[src/ute_pkg.sv]
// ----------------------------------------------------------------------------
// Ultrasonic echo trimmed mean: package
// Widths, constants, sequencer states and divider request/response types.
// ----------------------------------------------------------------------------
`default_nettype none

package ute_pkg;

  localparam int unsigned DIST_W  = 30;
  localparam int unsigned SUM_W   = 40;
  localparam int unsigned CNT_W   = 9;
  localparam int unsigned TS_W    = 64;
  localparam int unsigned CPC_W   = 16;
  localparam int unsigned M_W     = 8;
  localparam int unsigned NBITS_W = 7;

  localparam logic [DIST_W-1:0] DIST_MAX  = {DIST_W{1'b1}};
  localparam logic [SUM_W-1:0]  SUM_MAX   = {SUM_W{1'b1}};
  localparam logic [CNT_W-1:0]  COUNT_MAX = {CNT_W{1'b1}};
  localparam logic [DIST_W-1:0] MIN_INIT  = 30'd593920000;
  localparam logic [CPC_W-1:0]  CPC_RESET = 16'd23200;
  localparam logic [M_W-1:0]    M_RESET   = 8'd5;
  localparam logic [CNT_W-1:0]  TRIM_EXTRA = 9'd2;

  // iteration counts for the two divisions
  localparam logic [NBITS_W-1:0] DIST_ITERS = 7'd64;
  localparam logic [NBITS_W-1:0] AVG_ITERS  = 7'd40;

  localparam logic OP_BEGIN = 1'b0;
  localparam logic OP_EDGE  = 1'b1;

  localparam logic REG_SAMPLES = 1'b0;
  localparam logic REG_CPC     = 1'b1;

  typedef enum logic [2:0] {
    ST_IDLE,
    ST_DIST,
    ST_UPDATE,
    ST_TRIM,
    ST_AVG,
    ST_DONE
  } ute_state_e;

  typedef struct packed {
    logic                start;
    logic [TS_W-1:0]     dividend;
    logic [CPC_W-1:0]    divisor;
    logic [NBITS_W-1:0]  nbits;
  } div_req_t;

  typedef struct packed {
    logic                busy;
    logic                ovf;
    logic [DIST_W-1:0]   quotient;
  } div_rsp_t;

endpackage

`default_nettype wire

[src/ute_div.sv]
// ----------------------------------------------------------------------------
// Ultrasonic echo trimmed mean: shared serial divider
// Restoring divider, one quotient bit per cycle, MSB first. The quotient is
// kept to 30 bits; any one bit shifted past that sets the overflow flag.
// ----------------------------------------------------------------------------
`default_nettype none

module ute_div (
  input  wire                 clk_i,
  input  wire                 rst_ni,
  input  ute_pkg::div_req_t   req_i,
  output ute_pkg::div_rsp_t   rsp_o
);

  logic [ute_pkg::TS_W-1:0]    dvd_q, dvd_d;
  logic [ute_pkg::CPC_W-1:0]   dvs_q, dvs_d;
  logic [ute_pkg::CPC_W-1:0]   rem_q, rem_d;
  logic [ute_pkg::DIST_W-1:0]  quot_q, quot_d;
  logic                        ovf_q, ovf_d;
  logic [ute_pkg::NBITS_W-1:0] cnt_q, cnt_d;

  logic [ute_pkg::CPC_W:0] rem_sh;
  logic [ute_pkg::CPC_W:0] rem_sub;
  logic                    ge;

  always_comb begin
    rem_sh  = {rem_q, dvd_q[ute_pkg::TS_W-1]};
    rem_sub = rem_sh - {1'b0, dvs_q};
    ge      = (rem_sh >= {1'b0, dvs_q});

    dvd_d  = dvd_q;
    dvs_d  = dvs_q;
    rem_d  = rem_q;
    quot_d = quot_q;
    ovf_d  = ovf_q;
    cnt_d  = cnt_q;

    if (req_i.start) begin
      dvd_d  = req_i.dividend;
      dvs_d  = req_i.divisor;
      rem_d  = '0;
      quot_d = '0;
      ovf_d  = 1'b0;
      cnt_d  = req_i.nbits;
    end else if (cnt_q != '0) begin
      dvd_d  = {dvd_q[ute_pkg::TS_W-2:0], 1'b0};
      rem_d  = ge ? rem_sub[ute_pkg::CPC_W-1:0] : rem_sh[ute_pkg::CPC_W-1:0];
      quot_d = {quot_q[ute_pkg::DIST_W-2:0], ge};
      ovf_d  = ovf_q | quot_q[ute_pkg::DIST_W-1];
      cnt_d  = cnt_q - 1'b1;
    end
  end

  always_ff @(posedge clk_i or negedge rst_ni) begin
    if (!rst_ni) begin
      cnt_q <= '0;
    end else begin
      cnt_q <= cnt_d;
    end
  end

  always_ff @(posedge clk_i) begin
    dvd_q  <= dvd_d;
    dvs_q  <= dvs_d;
    rem_q  <= rem_d;
    quot_q <= quot_d;
    ovf_q  <= ovf_d;
  end

  assign rsp_o.busy     = (cnt_q != '0);
  assign rsp_o.ovf      = ovf_q;
  assign rsp_o.quotient = quot_q;

endmodule

`default_nettype wire

[src/ultrasonic_echo_trimmed_mean.sv]
// Ultrasonic echo ranging with a trimmed mean over one run.
// Input channel (in_valid_i / in_stall_o): opcode_i 0 begins a run, 1 is an
// echo edge with timestamp_i. Edges alternate open / close; a closing edge
// yields one output beat (out_valid_o / out_stall_i side) with distance,
// sample number and, on sample m+2, the trimmed mean.
// Begin-run and opening-edge beats give no output.
// A closing edge goes through ST_DIST (distance division) and ST_UPDATE,
// then ST_TRIM and ST_AVG (mean division) when the mean is due, then ST_DONE.
// Both divisions run on one serial restoring divider, one bit per cycle;
// that divider sets the throughput. in_stall_o is high while a beat is in
// work. The output register holds a beat until taken; a finished beat
// waits for it to drain while the input stays stalled. A new input is
// taken while an earlier output beat still waits.
// The user must write configuration (cfg_we_i, cfg_idx_i, cfg_data_i) only
// while idle; the block does not enforce this. Index 0 is samples_averaged
// (low 8 bits), index 1 is cycles_per_cm. Reset clears the run, the open
// edge and the output valid, and loads the registers with 5 and 23200.
// ----------------------------------------------------------------------------
// Ultrasonic echo trimmed mean: top level
// Sequencer, run accumulators and output register around a shared divider.
// ----------------------------------------------------------------------------
`default_nettype none

module ultrasonic_echo_trimmed_mean (
  input  wire                             clk_i,
  input  wire                             rst_ni,
  input  wire                             cfg_we_i,
  input  wire                             cfg_idx_i,
  input  wire  [ute_pkg::CPC_W-1:0]       cfg_data_i,
  input  wire                             in_valid_i,
  output logic                            in_stall_o,
  input  wire                             opcode_i,
  input  wire  [ute_pkg::TS_W-1:0]        timestamp_i,
  output logic                            out_valid_o,
  input  wire                             out_stall_i,
  output logic [ute_pkg::DIST_W-1:0]      distance_q6_o,
  output logic [ute_pkg::CNT_W-1:0]       sample_number_o,
  output logic                            average_valid_o,
  output logic [ute_pkg::DIST_W-1:0]      average_q6_o
);

  ute_pkg::ute_state_e state_q, state_d;

  logic [ute_pkg::M_W-1:0]    m_q;
  logic [ute_pkg::CPC_W-1:0]  cpc_q;

  logic                       open_q, open_d;
  logic [ute_pkg::TS_W-1:0]   start_q, start_d;
  logic [ute_pkg::CNT_W-1:0]  cnt_q, cnt_d;
  logic [ute_pkg::SUM_W-1:0]  sum_q, sum_d;
  logic [ute_pkg::DIST_W-1:0] min_q, min_d;
  logic [ute_pkg::DIST_W-1:0] max_q, max_d;

  logic                       big_q, big_d;
  logic [ute_pkg::DIST_W-1:0] dist_q, dist_d;
  logic [ute_pkg::DIST_W-1:0] avg_q, avg_d;
  logic                       hit_q, hit_d;

  logic                       ovld_q, ovld_d;
  logic [ute_pkg::DIST_W-1:0] odist_q, odist_d;
  logic [ute_pkg::CNT_W-1:0]  onum_q, onum_d;
  logic                       oavv_q, oavv_d;
  logic [ute_pkg::DIST_W-1:0] oavg_q, oavg_d;

  ute_pkg::div_req_t div_req;
  ute_pkg::div_rsp_t div_rsp;

  logic                         in_acc;
  logic [ute_pkg::TS_W-1:0]     elapsed;
  logic [ute_pkg::SUM_W:0]      sum_add;
  logic [ute_pkg::CNT_W-1:0]    cnt_inc;
  logic [ute_pkg::DIST_W:0]     drop;
  logic [ute_pkg::SUM_W-1:0]    trimmed;

  ute_div u_div (
    .clk_i  (clk_i),
    .rst_ni (rst_ni),
    .req_i  (div_req),
    .rsp_o  (div_rsp)
  );

  assign in_stall_o = (state_q != ute_pkg::ST_IDLE);
  assign in_acc     = in_valid_i && !in_stall_o;

  always_ff @(posedge clk_i or negedge rst_ni) begin
    if (!rst_ni) begin
      m_q   <= ute_pkg::M_RESET;
      cpc_q <= ute_pkg::CPC_RESET;
    end else if (cfg_we_i) begin
      case (cfg_idx_i)
        ute_pkg::REG_SAMPLES: m_q   <= cfg_data_i[ute_pkg::M_W-1:0];
        ute_pkg::REG_CPC:     cpc_q <= cfg_data_i;
        default:              m_q   <= m_q;
      endcase
    end
  end

  always_comb begin
    elapsed = timestamp_i - start_q;
    sum_add = {1'b0, sum_q} + {{(ute_pkg::SUM_W-ute_pkg::DIST_W+1){1'b0}}, dist_q};
    cnt_inc = (cnt_q == ute_pkg::COUNT_MAX) ? cnt_q : cnt_q + 1'b1;
    drop    = {1'b0, max_q} + {1'b0, min_q};
    trimmed = (sum_q > {{(ute_pkg::SUM_W-ute_pkg::DIST_W-1){1'b0}}, drop})
              ? sum_q - {{(ute_pkg::SUM_W-ute_pkg::DIST_W-1){1'b0}}, drop}
              : '0;

    state_d = state_q;
    open_d  = open_q;
    start_d = start_q;
    cnt_d   = cnt_q;
    sum_d   = sum_q;
    min_d   = min_q;
    max_d   = max_q;
    big_d   = big_q;
    dist_d  = dist_q;
    avg_d   = avg_q;
    hit_d   = hit_q;

    ovld_d  = ovld_q && out_stall_i;
    odist_d = odist_q;
    onum_d  = onum_q;
    oavv_d  = oavv_q;
    oavg_d  = oavg_q;

    div_req.start    = 1'b0;
    div_req.dividend = {elapsed[ute_pkg::TS_W-7:0], 6'b0};
    div_req.divisor  = cpc_q;
    div_req.nbits    = ute_pkg::DIST_ITERS;

    case (state_q)
      ute_pkg::ST_IDLE: begin
        if (in_acc) begin
          if (opcode_i == ute_pkg::OP_BEGIN) begin
            if (!open_q) begin
              cnt_d = '0;
              sum_d = '0;
              min_d = ute_pkg::MIN_INIT;
              max_d = '0;
            end
          end else if (!open_q) begin
            open_d  = 1'b1;
            start_d = timestamp_i;
          end else begin
            open_d        = 1'b0;
            // elapsed*64 would pass 64 bits: distance saturates anyway
            big_d         = (elapsed[ute_pkg::TS_W-1:ute_pkg::TS_W-6] != '0);
            div_req.start = 1'b1;
            state_d       = ute_pkg::ST_DIST;
          end
        end
      end
      ute_pkg::ST_DIST: begin
        if (!div_rsp.busy) begin
          dist_d  = (div_rsp.ovf || big_q) ? ute_pkg::DIST_MAX : div_rsp.quotient;
          state_d = ute_pkg::ST_UPDATE;
        end
      end
      ute_pkg::ST_UPDATE: begin
        sum_d   = sum_add[ute_pkg::SUM_W] ? ute_pkg::SUM_MAX : sum_add[ute_pkg::SUM_W-1:0];
        min_d   = (dist_q < min_q) ? dist_q : min_q;
        max_d   = (dist_q > max_q) ? dist_q : max_q;
        cnt_d   = cnt_inc;
        avg_d   = '0;
        hit_d   = (cnt_inc == ({1'b0, m_q} + ute_pkg::TRIM_EXTRA));
        state_d = hit_d ? ute_pkg::ST_TRIM : ute_pkg::ST_DONE;
      end
      ute_pkg::ST_TRIM: begin
        // zero m divides to all ones, which then saturates to the max
        div_req.start    = 1'b1;
        div_req.dividend = {trimmed, {(ute_pkg::TS_W-ute_pkg::SUM_W){1'b0}}};
        div_req.divisor  = {{(ute_pkg::CPC_W-ute_pkg::M_W){1'b0}}, m_q};
        div_req.nbits    = ute_pkg::AVG_ITERS;
        state_d          = ute_pkg::ST_AVG;
      end
      ute_pkg::ST_AVG: begin
        if (!div_rsp.busy) begin
          avg_d   = div_rsp.ovf ? ute_pkg::DIST_MAX : div_rsp.quotient;
          state_d = ute_pkg::ST_DONE;
        end
      end
      ute_pkg::ST_DONE: begin
        if (!ovld_q || !out_stall_i) begin
          ovld_d  = 1'b1;
          odist_d = dist_q;
          onum_d  = cnt_q;
          oavv_d  = hit_q;
          oavg_d  = avg_q;
          state_d = ute_pkg::ST_IDLE;
        end
      end
      default: state_d = ute_pkg::ST_IDLE;
    endcase
  end

  always_ff @(posedge clk_i or negedge rst_ni) begin
    if (!rst_ni) begin
      state_q <= ute_pkg::ST_IDLE;
      open_q  <= 1'b0;
      start_q <= '0;
      cnt_q   <= '0;
      sum_q   <= '0;
      min_q   <= ute_pkg::MIN_INIT;
      max_q   <= '0;
      ovld_q  <= 1'b0;
    end else begin
      state_q <= state_d;
      open_q  <= open_d;
      start_q <= start_d;
      cnt_q   <= cnt_d;
      sum_q   <= sum_d;
      min_q   <= min_d;
      max_q   <= max_d;
      ovld_q  <= ovld_d;
    end
  end

  always_ff @(posedge clk_i) begin
    big_q   <= big_d;
    dist_q  <= dist_d;
    avg_q   <= avg_d;
    hit_q   <= hit_d;
    odist_q <= odist_d;
    onum_q  <= onum_d;
    oavv_q  <= oavv_d;
    oavg_q  <= oavg_d;
  end

  assign out_valid_o     = ovld_q;
  assign distance_q6_o   = odist_q;
  assign sample_number_o = onum_q;
  assign average_valid_o = oavv_q;
  assign average_q6_o    = oavg_q;

endmodule

`default_nettype wire

[config.mk]
export PLATFORM = sky130hd
export DESIGN_NAME = ultrasonic_echo_trimmed_mean
export DESIGN_NICKNAME = d
export VERILOG_FILES = /design/src/ute_pkg.sv /design/src/ute_div.sv /design/src/ultrasonic_echo_trimmed_mean.sv
export SDC_FILE = /design/constraint.sdc
export NUM_CORES = 1
export LEC_CHECK = 0
export ABC_AREA = 1
export BUFFER_PORTS_ARGS = -buffer_cell sky130_fd_sc_hd__clkbuf_2
export CORE_UTILIZATION = 62
export DETAILED_ROUTE_END_ITERATION = 10
export GPL_TIMING_DRIVEN = 0
export PLACE_DENSITY = 0.8
export SYNTH_ARGS = -nofsm -noshare
export SYNTH_HDL_FRONTEND = slang
export SYNTH_HIERARCHICAL = 1
export SYNTH_SLANG_ARGS = --single-unit
[constraint.sdc]
create_clock -name clk_i -period 8.3 [get_ports clk_i]
set_input_delay 0.415 -clock clk_i [delete_from_list [all_inputs] [get_ports clk_i]]
set_output_delay 0.415 -clock clk_i [all_outputs]
set_load 0.01 [all_outputs]
======== Word-level counts from Yosys, hierarchy flattened ========
Index checks and enable logic that the tools add are counted.
storage, ports and cells
  register bits after elaboration ......... 468
  output and inout bits ................... 72
operators by class
  add/subtract/negate cells ............... 8
  magnitude comparators ................... 4
  equal/unequal tests ..................... 17
  muxes and demuxes ....................... 45
  bitwise logic cells ..................... 4
  reductions and logical operators ........ 26
operator list
  kind                                          count
  2-to-1 mux 30 bit                             10
  2-to-1 mux 40 bit                             5
  one-hot mux 30 bit (2 select lines)           3
  2-to-1 mux 64 bit                             2
  2-to-1 mux 87 bit                             1
  one-hot mux 40 bit (2 select lines)           1
  subtractor 64 bit                             1
  adder 40 x 30 -> 41 bit                       1
  greater-than comparator 40 x 31 -> 1 bit      1
  subtractor 40 x 31 -> 40 bit                  1
  2-to-1 mux 9 bit                              4
  adder 30 x 30 -> 31 bit                       1
  greater-than comparator 30 bit                1
  < comparator 30 bit                           1
  2-to-1 mux 3 bit                              7
  inequality test 2 bit, second input constant  10
  one-hot mux 3 bit (6 select lines)            1
  one-hot mux 9 bit (2 select lines)            1
  greater-or-equal comparator 17 x 16 -> 1 bit  1
  2-to-1 mux 16 bit                             1
  subtractor 16 bit                             1
  2-to-1 mux 7 bit                              2
  AND reduction 4 bit                           3
  AND reduction 2 bit                           5
  other kinds (23)                              39

======== Logic depth before layout (Yosys ltp) ========
Gate-level depths: netlist of run 1.
  depth in word-level cells ............... 6
  gate-level depth with buffers ........... 28
  mapped depth without buffers ............ 27

======== Modules after synthesis ========
The synthesis of run 1 kept the hierarchy.
modules (own cells, without submodules)
  module                        instances  cells an instance  area an instance (um2)  seq. area each (um2)
  ultrasonic_echo_trimmed_mean  1          4046               27062.2                 9038.7
  ute_div                       1          761                6454.9                  3518.4

======== Worst setup path before layout of run 1 ========
No wires, ideal clock.
  path kind ............................... flip-flop to flip-flop
  start point ............................. reg state_q[2]
  end point ............................... reg oavg_q (netlist bit average_q6_o[0]), enable pin
  library setup time ...................... 0.521 ns
  data arrival time ....................... 4.070 ns
  data required time ...................... 7.779 ns
  setup slack ............................. 3.709 ns
  stages on the path, launching flop included .. 4
  clock period less this slack ............ 4.591 ns
  cells stage by stage .................... dfrtp_1 > buf_2 > nand3_1 > a21oi_1
between the ends
  cells in the longest elaborated chain, start to end .. 2
ends and longest elaborated chain
  element                               RTL line                             text
  start: declaration                    ultrasonic_echo_trimmed_mean.sv:42   ute_pkg::ute_state_e state_q, state_d;
  start signal: assignment              ultrasonic_echo_trimmed_mean.sv:197  state_q <= ute_pkg::ST_IDLE;
  start signal: assignment              ultrasonic_echo_trimmed_mean.sv:206  state_q <= state_d;
  equality test 3 bit                   ultrasonic_echo_trimmed_mean.sv:130  case (state_q)
  AND reduction 2 bit (no source line)  -
  end signal: assignment                ultrasonic_echo_trimmed_mean.sv:225  oavg_q <= oavg_d;
  end: declaration                      ultrasonic_echo_trimmed_mean.sv:63   logic [ute_pkg::DIST_W-1:0] oavg_q, oavg_d;
Every way passes these cells.
A chain may end at the register's enable or synchronous reset.

==> summary.txt, run 1 <==
Setup path
  • Startpoint Class: flip-flop
  • Crit Path Class: reg2reg
  • Setup crit start: min_q[2]$_DFFE_PN0P_
  • R2R setup slack: 3.72 ns
  • CP Data Arrival Time: 4.97 ns
  • Reg-to-reg endpoint: u_div/dvd_q[32]$_DFFE_PP_
  • WP data required: 8.68 ns
  • Crit end category: flip-flop
  • End of the critical path: u_div/dvd_q[32]$_DFFE_PP_
  • CP Max Fanout: 10
  • R2r startpoint: min_q[2]$_DFFE_PN0P_
  • Worst-case reg-to-reg path depth: 22

Timing
  • Final setup vio count: 0
  • Tcrit/Tclk final: 0.552
  • Setup_tns: 0 ns
  • Final Slew Violations: 0
  • Fmax achieved: 218 MHz
  • Fin crit period: 4.58 ns
  • Final Skew: 0.0477 ns
  • Max-slew headroom: 0.323
  • Worst-Margin Slew: 1.02 ns
  • Worst Hold Slack: 0.0143 ns
  • Hold Violations, Final: 0
  • RSZ-0062 raised after global routing: no

Logic synthesis
  • Main flop type after synthesis: edfxtp_1
  • Post-Syn Instances: 4,807
  • Cell Area, Synth: 33,500 um^2
  • Cell accounting for the most synthesized area: edfxtp_1
  • Number of synthesized flops with an enable pin: 212
  • Yosys reg bits: 468
  • Yosys warns: 6
  • Syn avg cell area: 6.97 um^2
  • Cell variety after synth: 57
  • Post-synthesis async set-or-reset flop share: 0.447
  • Synth top area cells: edfxtp_1 (19%), nand2_1 (18%), dfrtp_1 (14%), ha_1 (8.7%), inv_1 (8.4%)
  • Synth top area share: 0.190
  • Post-synthesis sequential area ratio: 0.375

Layout
  • Fill cell count: 4,484
  • Post-route insts no fill: 5,767
  • Register area: 12,600 um^2
  • Post-route cell area: 37,200 um^2
  • Area Growth Syn to Fin: 11.1%
  • Layout Nets: 5,360
  • Share of cells above drive strength 1: 0.0754
  • Largest regs: start_q x64, u_div/dvd_q x64, sum_q x40
  • Multi-input logic area: 17,700 um^2
  • Diode count: 0

Die
  • DIE WIDTH: 235 um
  • Die area: 55,000 um^2
  • Core Rows: 84
  • Die height: 235 um
  • Total core area: 53,000 um^2
  • IO Pins: 159
  • Initial Util: 0.633

Clocking
  • Cts bufs inserted: 51
  • TritonCTS clock tree: built
  • Post_cts resized: 0
  • Latest clock arrival within the worst-skew pair: 0.66 ns
  • Clock-pin slew on the worst setup and hold paths: 0.06 ns
  • Root Buffer: clkbuf_16
  • CTS HTree Levels: 2
  • CTS max path bufs: 3
  • Clock sinks: 468

Power and ir drop
  • Pwr Density: 407 nW/um^2
  • Internal Power: 7.52 mW
  • Pleak: 19.2 nW
  • Net Sw Frac: 0.504
  • VDD IR max: 0.247 mV
  • Power share of the clock group: 0.162
  • Seq pwr share: 0.243
  • Logic pwr share: 0.595
  • Sw Pwr: 7.63 mW

Place
  • Post-detail-place hpwl: 83,300 um
  • Gpl congestion: 1.02
  • Placed insts: 5,667
  • Dpl cell area: 35,400 um^2
  • I/O Buffers: 158

Worst hold path
  • Hold Path Class: in2reg

Global route
  • Overflow after GRT: 0
  • Antenna violations before repair: 0
  • Largest net degree at the start of global routing: 105
  • First-pass GRT wire length: 163,000 um
  • Gr usage total: 0.386
  • Vias in the first global route: 30,900

Drt
  • Iter 0 DRT Violations: 2,825
  • WL per Instance: 18.5 um
  • DRT antenna net count: 0
  • Total wire length: 107,000 um
  • Via count: 32,400
  • Detail-routed via count per cell: 5.62
  • # DRC: 0
  • Router iterations before antenna repair: 6

Flow run
  • Max Cap Violations: 0

Outcome
  • Status: finished clean
[Yosys cell counts, drive strengths merged, types with 46 or more instances]
| cell | n |
|---|---|
| nor2 | 405 |
| ha | 232 |
| xor2 | 52 |
| nand4 | 46 |
| edfxtp | 212 |
| nor3 | 53 |
| dfxtp | 47 |
| nand3 | 287 |
| nand2 | 1658 |
| buf | 47 |
| a21oi | 283 |
| clkbuf | 58 |
| inv | 758 |
| dfrtp | 193 |
| o21ai | 277 |
[critical path, cell delays in order, from the launching register on]
cell and delay (ns):
dfrtp_1 0.40, ha_1 0.38, a21oi_1 0.16, nand2_1 0.11, nand2_1 0.07, o211ai_1 0.12, a21oi_1 0.41, o21ai_1 0.17
nand2_1 0.10, nand2_1 0.06, xor2_1 0.25, ha_1 0.35, a21oi_1 0.27, o21ai_0 0.23, a21oi_1 0.30, nand2_1 0.11
nand2_1 0.08, nand3_2 0.08, nand3_4 0.14, buf_2 0.26, o21ai_1 0.10, nand2_1 0.10, nand2_1 0.07
[cell usage in the layout (no fill, tap or decap), types with 6 or more instances in the layout]
| master | n |
|---|---|
| nor2_1 | 392 |
| ha_1 | 232 |
| nor2_4 | 6 |
| dfstp_2 | 16 |
| conb_1 | 10 |
| a21oi_1 | 281 |
| xnor2_1 | 36 |
| dfrtp_1 | 193 |
| nand3_1 | 264 |
| clkbuf_8 | 9 |
| nand4_1 | 46 |
| inv_2 | 11 |
| a31oi_1 | 7 |
| o21ai_0 | 193 |
| clkbuf_1 | 62 |
| nand2_2 | 8 |
| clkbuf_16 | 52 |
| nand3_2 | 22 |
| nand2_1 | 1648 |
| clkbuf_2 | 157 |
| dfxtp_1 | 47 |
| nor3_1 | 47 |
| clkinv_2 | 6 |
| clkinv_1 | 8 |
| o21bai_1 | 27 |
| o22ai_1 | 32 |
| o21a_1 | 7 |
| edfxtp_1 | 212 |
| o21ai_1 | 76 |
| inv_1 | 746 |
| buf_4 | 8 |
| xor2_1 | 52 |
| nor2_2 | 7 |
| buf_2 | 28 |
| a21o_1 | 13 |
| buf_1 | 6 |
| o21ai_2 | 7 |
| nand3b_1 | 19 |
[layer usage]
metal	GRT usage	vias up	share of wire
met5	0	-	0
met4	0.227	0	0.064
met3	0.0472	302	0.063
met2	0.669	1322	0.48
met1	0.459	14900	0.39
li1	-	15800	-
[worst min path at each step]
stage | startpoint | endpoint | slack, ns | cells past startpoint
after global routing | timestamp_i[37] | start_q[37]$_DFFE_PN0P_ | 0.02 | 3
after floorplan | rst_ni | cnt_q[0]$_DFFE_PN0P_ | 0.12 | 0
final | timestamp_i[11] | start_q[11]$_DFFE_PN0P_ | 0.01 | 3
after detailed placement | rst_ni | start_q[8]$_DFFE_PN0P_ | 0.24 | 1
after global placement | avg_q[24]$_SDFFCE_PP0P_ | average_q6_o[24]$_DFFE_PP_ | 0.40 | 0
after CTS | timestamp_i[3] | start_q[3]$_DFFE_PN0P_ | 0.0008 | 3
[power by group through the flow]
stage,Sequential [mW],Clock (mW),Combinational (mW)
floorplan,3.59,0,6.37
global placement,3.70,0,8.56
detailed placement,3.70,0,8.74
CTS,3.67,2.46,8.83
global route,3.75,2.53,9.99
finish,3.68,2.45,9.02
[through the flow]
step	util	total power, mW	setup slack [ns]
finish	0.703	15.1	3.72
global route	0.703	16.3	3.43
CTS	0.703	15.0	3.77
detailed placement	0.668	12.4	3.80
global placement	0.665	12.3	2.39
floorplan	-	9.96	3.71
[layout make-up]
| cell class | count | area share |
|---|---|---|
| Buffer | 105 | 0.0136 |
| Clock buffer | 64 | 0.0383 |
| Clock inverter | 32 | 0.0106 |
| Inverter | 760 | 0.0767 |
| Multi-Input combinational cell | 3483 | 0.474 |
| Sequential cell | 468 | 0.337 |
| Tap cell | 688 | 0.0231 |
| Timing Repair Buffer | 167 | 0.0260 |
[kinds of logic after synthesis]
logic type / count (synthesis) / share of synthesized area
fa+ha+maj: 237 / 0.0896
simple gates: 2483 / 0.306
other cells: 1 / 0.000112
buf+inv: 865 / 0.100
flops: 468 / 0.375
xor+xnor: 88 / 0.0230
compound gates: 665 / 0.107
[timing repair]
action	4_1_cts	5_1_grt
buffers inserted	0	0
hold buffers	4	0
endpoints found under the hold margin	196	0
Note: power is estimated with default switching activity, not from simulation.
==> run 2, diff against run 1 <==
--- a/config.mk
+++ b/config.mk
@@ -5,12 +5,12 @@
 export SDC_FILE = /design/constraint.sdc
 export NUM_CORES = 1
 export LEC_CHECK = 0
-export ABC_AREA = 1
+export ABC_AREA = 0
 export BUFFER_PORTS_ARGS = -buffer_cell sky130_fd_sc_hd__clkbuf_2
-export CORE_UTILIZATION = 62
+export CORE_UTILIZATION = 57
 export DETAILED_ROUTE_END_ITERATION = 10
 export GPL_TIMING_DRIVEN = 0
-export PLACE_DENSITY = 0.8
+export PLACE_DENSITY = 0.78
 export SYNTH_ARGS = -nofsm -noshare
 export SYNTH_HDL_FRONTEND = slang
 export SYNTH_HIERARCHICAL = 1
==> constraint.sdc (replaced) <==
create_clock -name clk_i -period 4.1 [get_ports clk_i]
set_input_delay 0.205 -clock clk_i [delete_from_list [all_inputs] [get_ports clk_i]]
set_output_delay 0.205 -clock clk_i [all_outputs]
set_load 0.01 [all_outputs]
==> run 2 against run 1 <==
Against the previous run:
- global-route usage is 7.8 points lower
- register-to-register slack worse by 5.2 ns
- critical path type unchanged
- sequential share of layout area is 2.3 points higher
- combinational power is 88% lower
- via count is 22% lower
- the flow now finishes with violations (negative setup slack)
==> summary.txt, run 2 <==
Outcome
  • Status: finished with violations
  • Failing checks: negative setup slack

Setup path
  • CP Data Arrival Time: 5.95 ns (+0.98 ns)
  • Crit Path Class: reg2reg
  • WP data required: 4.46 ns (-4.22 ns)
  • Crit path largest cell delay: 0.44 ns (+0.03 ns)
  • Slowest cell on the critical path: dfrtp_1
  • Crit end category: flip-flop
  • Startpoint Class: flip-flop
  • CP Max Fanout: 8 (-2)
  • CP Cell Sequence: ha_4 > fa_2 > a21o_1 > a21oi_2 > o21bai_1 > a21oi_2 > nor2b_2 > a21o_2 > a2111oi_4 > o31ai_2 > nor3_2 > buf_4 > o31ai_1 > a31oi_1 > ha_4 > and4_1 > nand4_1 > nor4_4 > a31oi_1 > o21ai_4 > buf_6 > buf_8 > o22ai_1 > mux2_4

Clocking
  • Clock sinks: 468 (unchanged)
  • CTS max path bufs: 3 (unchanged)
  • TritonCTS clock tree: built
  • Latest clock arrival within the worst-skew pair: 0.62 ns (-0.04 ns)
  • Clock-pin slew on the worst setup and hold paths: 0.06 ns (about the same)
  • CTS HTree Levels: 2 (unchanged)
  • Root Buffer: clkbuf_16
  • Cts bufs inserted: 52 (+2.0%)

Logic synthesis
  • Synth top area share: 0.216 (+0.0264)
  • Post-synthesis sequential area ratio: 0.427 (+0.0521)
  • Synth top area cells: edfxtp_1 (22%), dfrtp_1 (16%), ha_1 (9.9%), nand2_1 (4.4%), a21oi_1 (3.6%)
  • Post-Synth XOR/XNOR Area: 0.0518 (+0.0288)
  • Cell accounting for the most synthesized area: edfxtp_1
  • Largest family of logic cells by synthesized area: compound AO/OA/AOI/OAI gates
  • Number of synthesized flops with an enable pin: 212 (unchanged)
  • Syn avg cell area: 9.64 um^2 (+38%)
  • Post-Synth Simple-Gate Area: 0.138 (-0.168)
  • Cell Area, Synth: 29,400 um^2 (-12%)
  • Synth cell count leaders: nand2_1 (343), ha_1 (232), a21oi_1 (212), edfxtp_1 (212), nor2_1 (197)
  • Synth Area in Adders: 0.102 (+0.0125)
  • Post-synthesis async set-or-reset flop share: 0.447 (unchanged)
  • Yosys warns: 6 (unchanged)
  • Main flop type after synthesis: edfxtp_1
  • Cell variety after synth: 104 (+82%)
  • Yosys reg bits: 468 (unchanged)
  • Count leader, synth: nand2_1
  • Post-synthesis compound-gate area fraction: 0.200 (+0.0937)
  • Post-Syn Instances: 3,053 (-36%)
  • Proportion of synthesized area in mux cells: 0.0362 (+0.0362)

Timing
  • Hold Violations, Final: 0 (unchanged)
  • Tcrit/Tclk final: 1.36 (+0.812)
  • Worst-Margin Slew: 1.11 ns (+0.0945 ns)
  • Final Slew Violations: 0 (unchanged)
  • Fmax achieved: 179 MHz (-18%)
  • Final critical-path setup slack: -1.49 ns (-5.21 ns)
  • Setup_tns: -57.91 ns (-57.91 ns)
  • Final Skew: 0.0128 ns (-0.0350 ns)
  • Max-slew headroom: 0.260 (-0.0630)
  • RSZ-0062 raised after global routing: yes
  • Fin crit period: 5.59 ns (+1.01 ns)
  • Final setup vio count: 40 (+40)

Power and ir drop
  • Seq pwr share: 0.446 (+0.203)
  • Power share of the clock group: 0.458 (+0.296)
  • Sw Pwr: 2.68 mW (-65%)
  • VDD IR max: 0.350 mV (+42%)
  • Pwr Density: 321 nW/um^2 (-21%)
  • Logic pwr share: 0.096 (-0.499)
  • Pleak: 15.8 nW (-18%)
  • Net Sw Frac: 0.240 (-0.264)
  • Internal Power: 8.51 mW (+13%)

Drt
  • Via count: 25,200 (-22%)
  • Total wire length: 82,100 um (-23%)
  • Detail-routed via count per cell: 6.12 (+8.9%)
  • WL per Instance: 20.0 um (+7.8%)
  • Iter 0 DRT Violations: 2,283 (-19%)
  • Met3 wire length: 6290 um (-7.2%)
  • DRT antenna net count: 0 (unchanged)
  • M1 WL: 35,800 um (-14%)
  • Router iterations before antenna repair: 6 (unchanged)
  • # DRC: 0 (unchanged)
  • Top Layer Used: met4
  • Met2 WL: 38,200 um (-26%)

Place
  • Gpl congestion: 0.963 (-5.1%)
  • Placed insts: 3,899 (-31%)
  • Dpl cell area: 31,500 um^2 (-11%)
  • I/O Buffers: 158 (unchanged)
  • Post-detail-place hpwl: 60,200 um (-28%)

Die
  • DIE WIDTH: 229 um (-2.3%)
  • Die area: 52,500 um^2 (-4.5%)
  • Die height: 229 um (-2.3%)
  • Total core area: 50,600 um^2 (-4.5%)
  • Initial Util: 0.582 (-0.0510)
  • IO Pins: 159 (unchanged)
  • Core Rows: 82 (-2.4%)

Global route
  • First-pass GRT wire length: 130,000 um (-20%)
  • Largest net degree at the start of global routing: 76 (-28%)
  • Vias in the first global route: 24,200 (-22%)
  • Antenna violations before repair: 0 (unchanged)
  • Overflow after GRT: 0 (unchanged)
  • Gr usage total: 0.308 (-0.0777)

Layout
  • Post-layout util: 0.689 (-0.0137)
  • Most frequent cells in the layout: nand2_1 (342), ha_1 (228), edfxtp_1 (212)
  • Post-route cell area: 34,900 um^2 (-6.4%)
  • Commonest non-fill, non-tap cell in the layout: nand2_1
  • Share of cells above drive strength 1: 0.155 (+0.0799)
  • Layout Nets: 3,720 (-31%)
  • Post-route insts no fill: 4,111 (-29%)
  • Diode count: 0 (unchanged)
  • Area Growth Syn to Fin: 18.5%
  • Largest regs: start_q x64, u_div/dvd_q x64, sum_q x40

Flow run
  • Max Cap Violations: 0 (unchanged)

Worst hold path
  • Hold Path Class: in2reg
-- run 2: layout make-up --
type | count | area, um^2
Timing Repair Buffer | 285 | 2110
Inverter | 192 | 721
Fill cell | 3855 | 15700
Sequential cell | 468 | 12600
Clock buffer | 65 | 1420
Multi-Input combinational cell | 2257 | 16100
Tap cell | 672 | 841
Buffer | 140 | 627
Clock inverter | 32 | 458
-- run 2: metal layers --
layer  global-route usage  vias up
li1                     -    11800
met1                0.429    12200
met2                0.499      995
met3               0.0500      143
met4               0.0817        0
met5                    0        -
-- run 2: path summary, 6_finish.rpt --
path / start / endpoint / slack (ns) / cells after the start
worst max-delay path: max_q[0]$_DFFE_PN0P_ / u_div/dvd_q[43]$_DFFE_PP_ / -1.49 / 24
worst min-delay path: opcode_i / open_q$_DFFE_PN0P_ / 0.05 / 4
min in group asynchronous: rst_ni / start_q[28]$_DFFE_PN0P_ / 0.15 / 2
worst min register to register: avg_q[22]$_SDFFCE_PP0P_ / average_q6_o[22]$_DFFE_PP_ / 0.42 / 0
max in group asynchronous: rst_ni / cpc_q[14]$_DFFE_PN1P_ / 2.73 / 4
worst max register to register: max_q[0]$_DFFE_PN0P_ / u_div/dvd_q[43]$_DFFE_PP_ / -1.49 / 24
-- run 2: repair_timing --
action | in CTS | in global routing
buffers inserted | 29 | 5
resized for setup | 41 | 39
setup endpoints to repair | 140 | 87
pin swaps | 24 | 11
cloned | 3 | 1
hold buffers | 83 | 0
endpoints found under the hold margin | 155 | 0
-- run 2: cells by family after synthesis --
| kind of cell | Yosys count |
|---|---|
| AO/OA/AOI/OAI | 871 |
| AND/OR/NAND/NOR | 870 |
| flip-flops | 468 |
| buffers and inverters | 337 |
| adder cells (fa/ha/maj) | 237 |
| XOR/XNOR | 174 |
| multiplexers | 95 |
| other | 1 |
-- run 2: critical path: cells and delay by family, from the launching register on --
kind	cells	cell delay, ns
fa+ha+maj	3	0.87
simple gates	5	0.89
mux	1	0.30
compound gates	12	2.37
buf+inv	3	0.45
flops	1	0.44
-- run 2: through the flow --
stage          setup slack, ns  total power [mW]  hold slack (ns)
3_5_place_dp             -1.96              6.04            0.254
5_1_grt                  -1.70              11.5           0.0623
3_3_place_gp             -1.88              6.01            0.405
6_report                 -1.49              11.2           0.0481
2_1_floorplan           -0.998              5.73          -0.0906
4_1_cts                  -1.32              11.2           0.0103
-- run 2: power by group through the flow --
stage               sequential (mW)  clock (mW)  combinational [mW]
floorplan                      5.07           0               0.662
global placement               5.08           0               0.924
detailed placement             5.09           0               0.958
CTS                            4.99        5.19                1.03
global route                   5.00        5.37                1.17
finish                         4.99        5.13                1.07
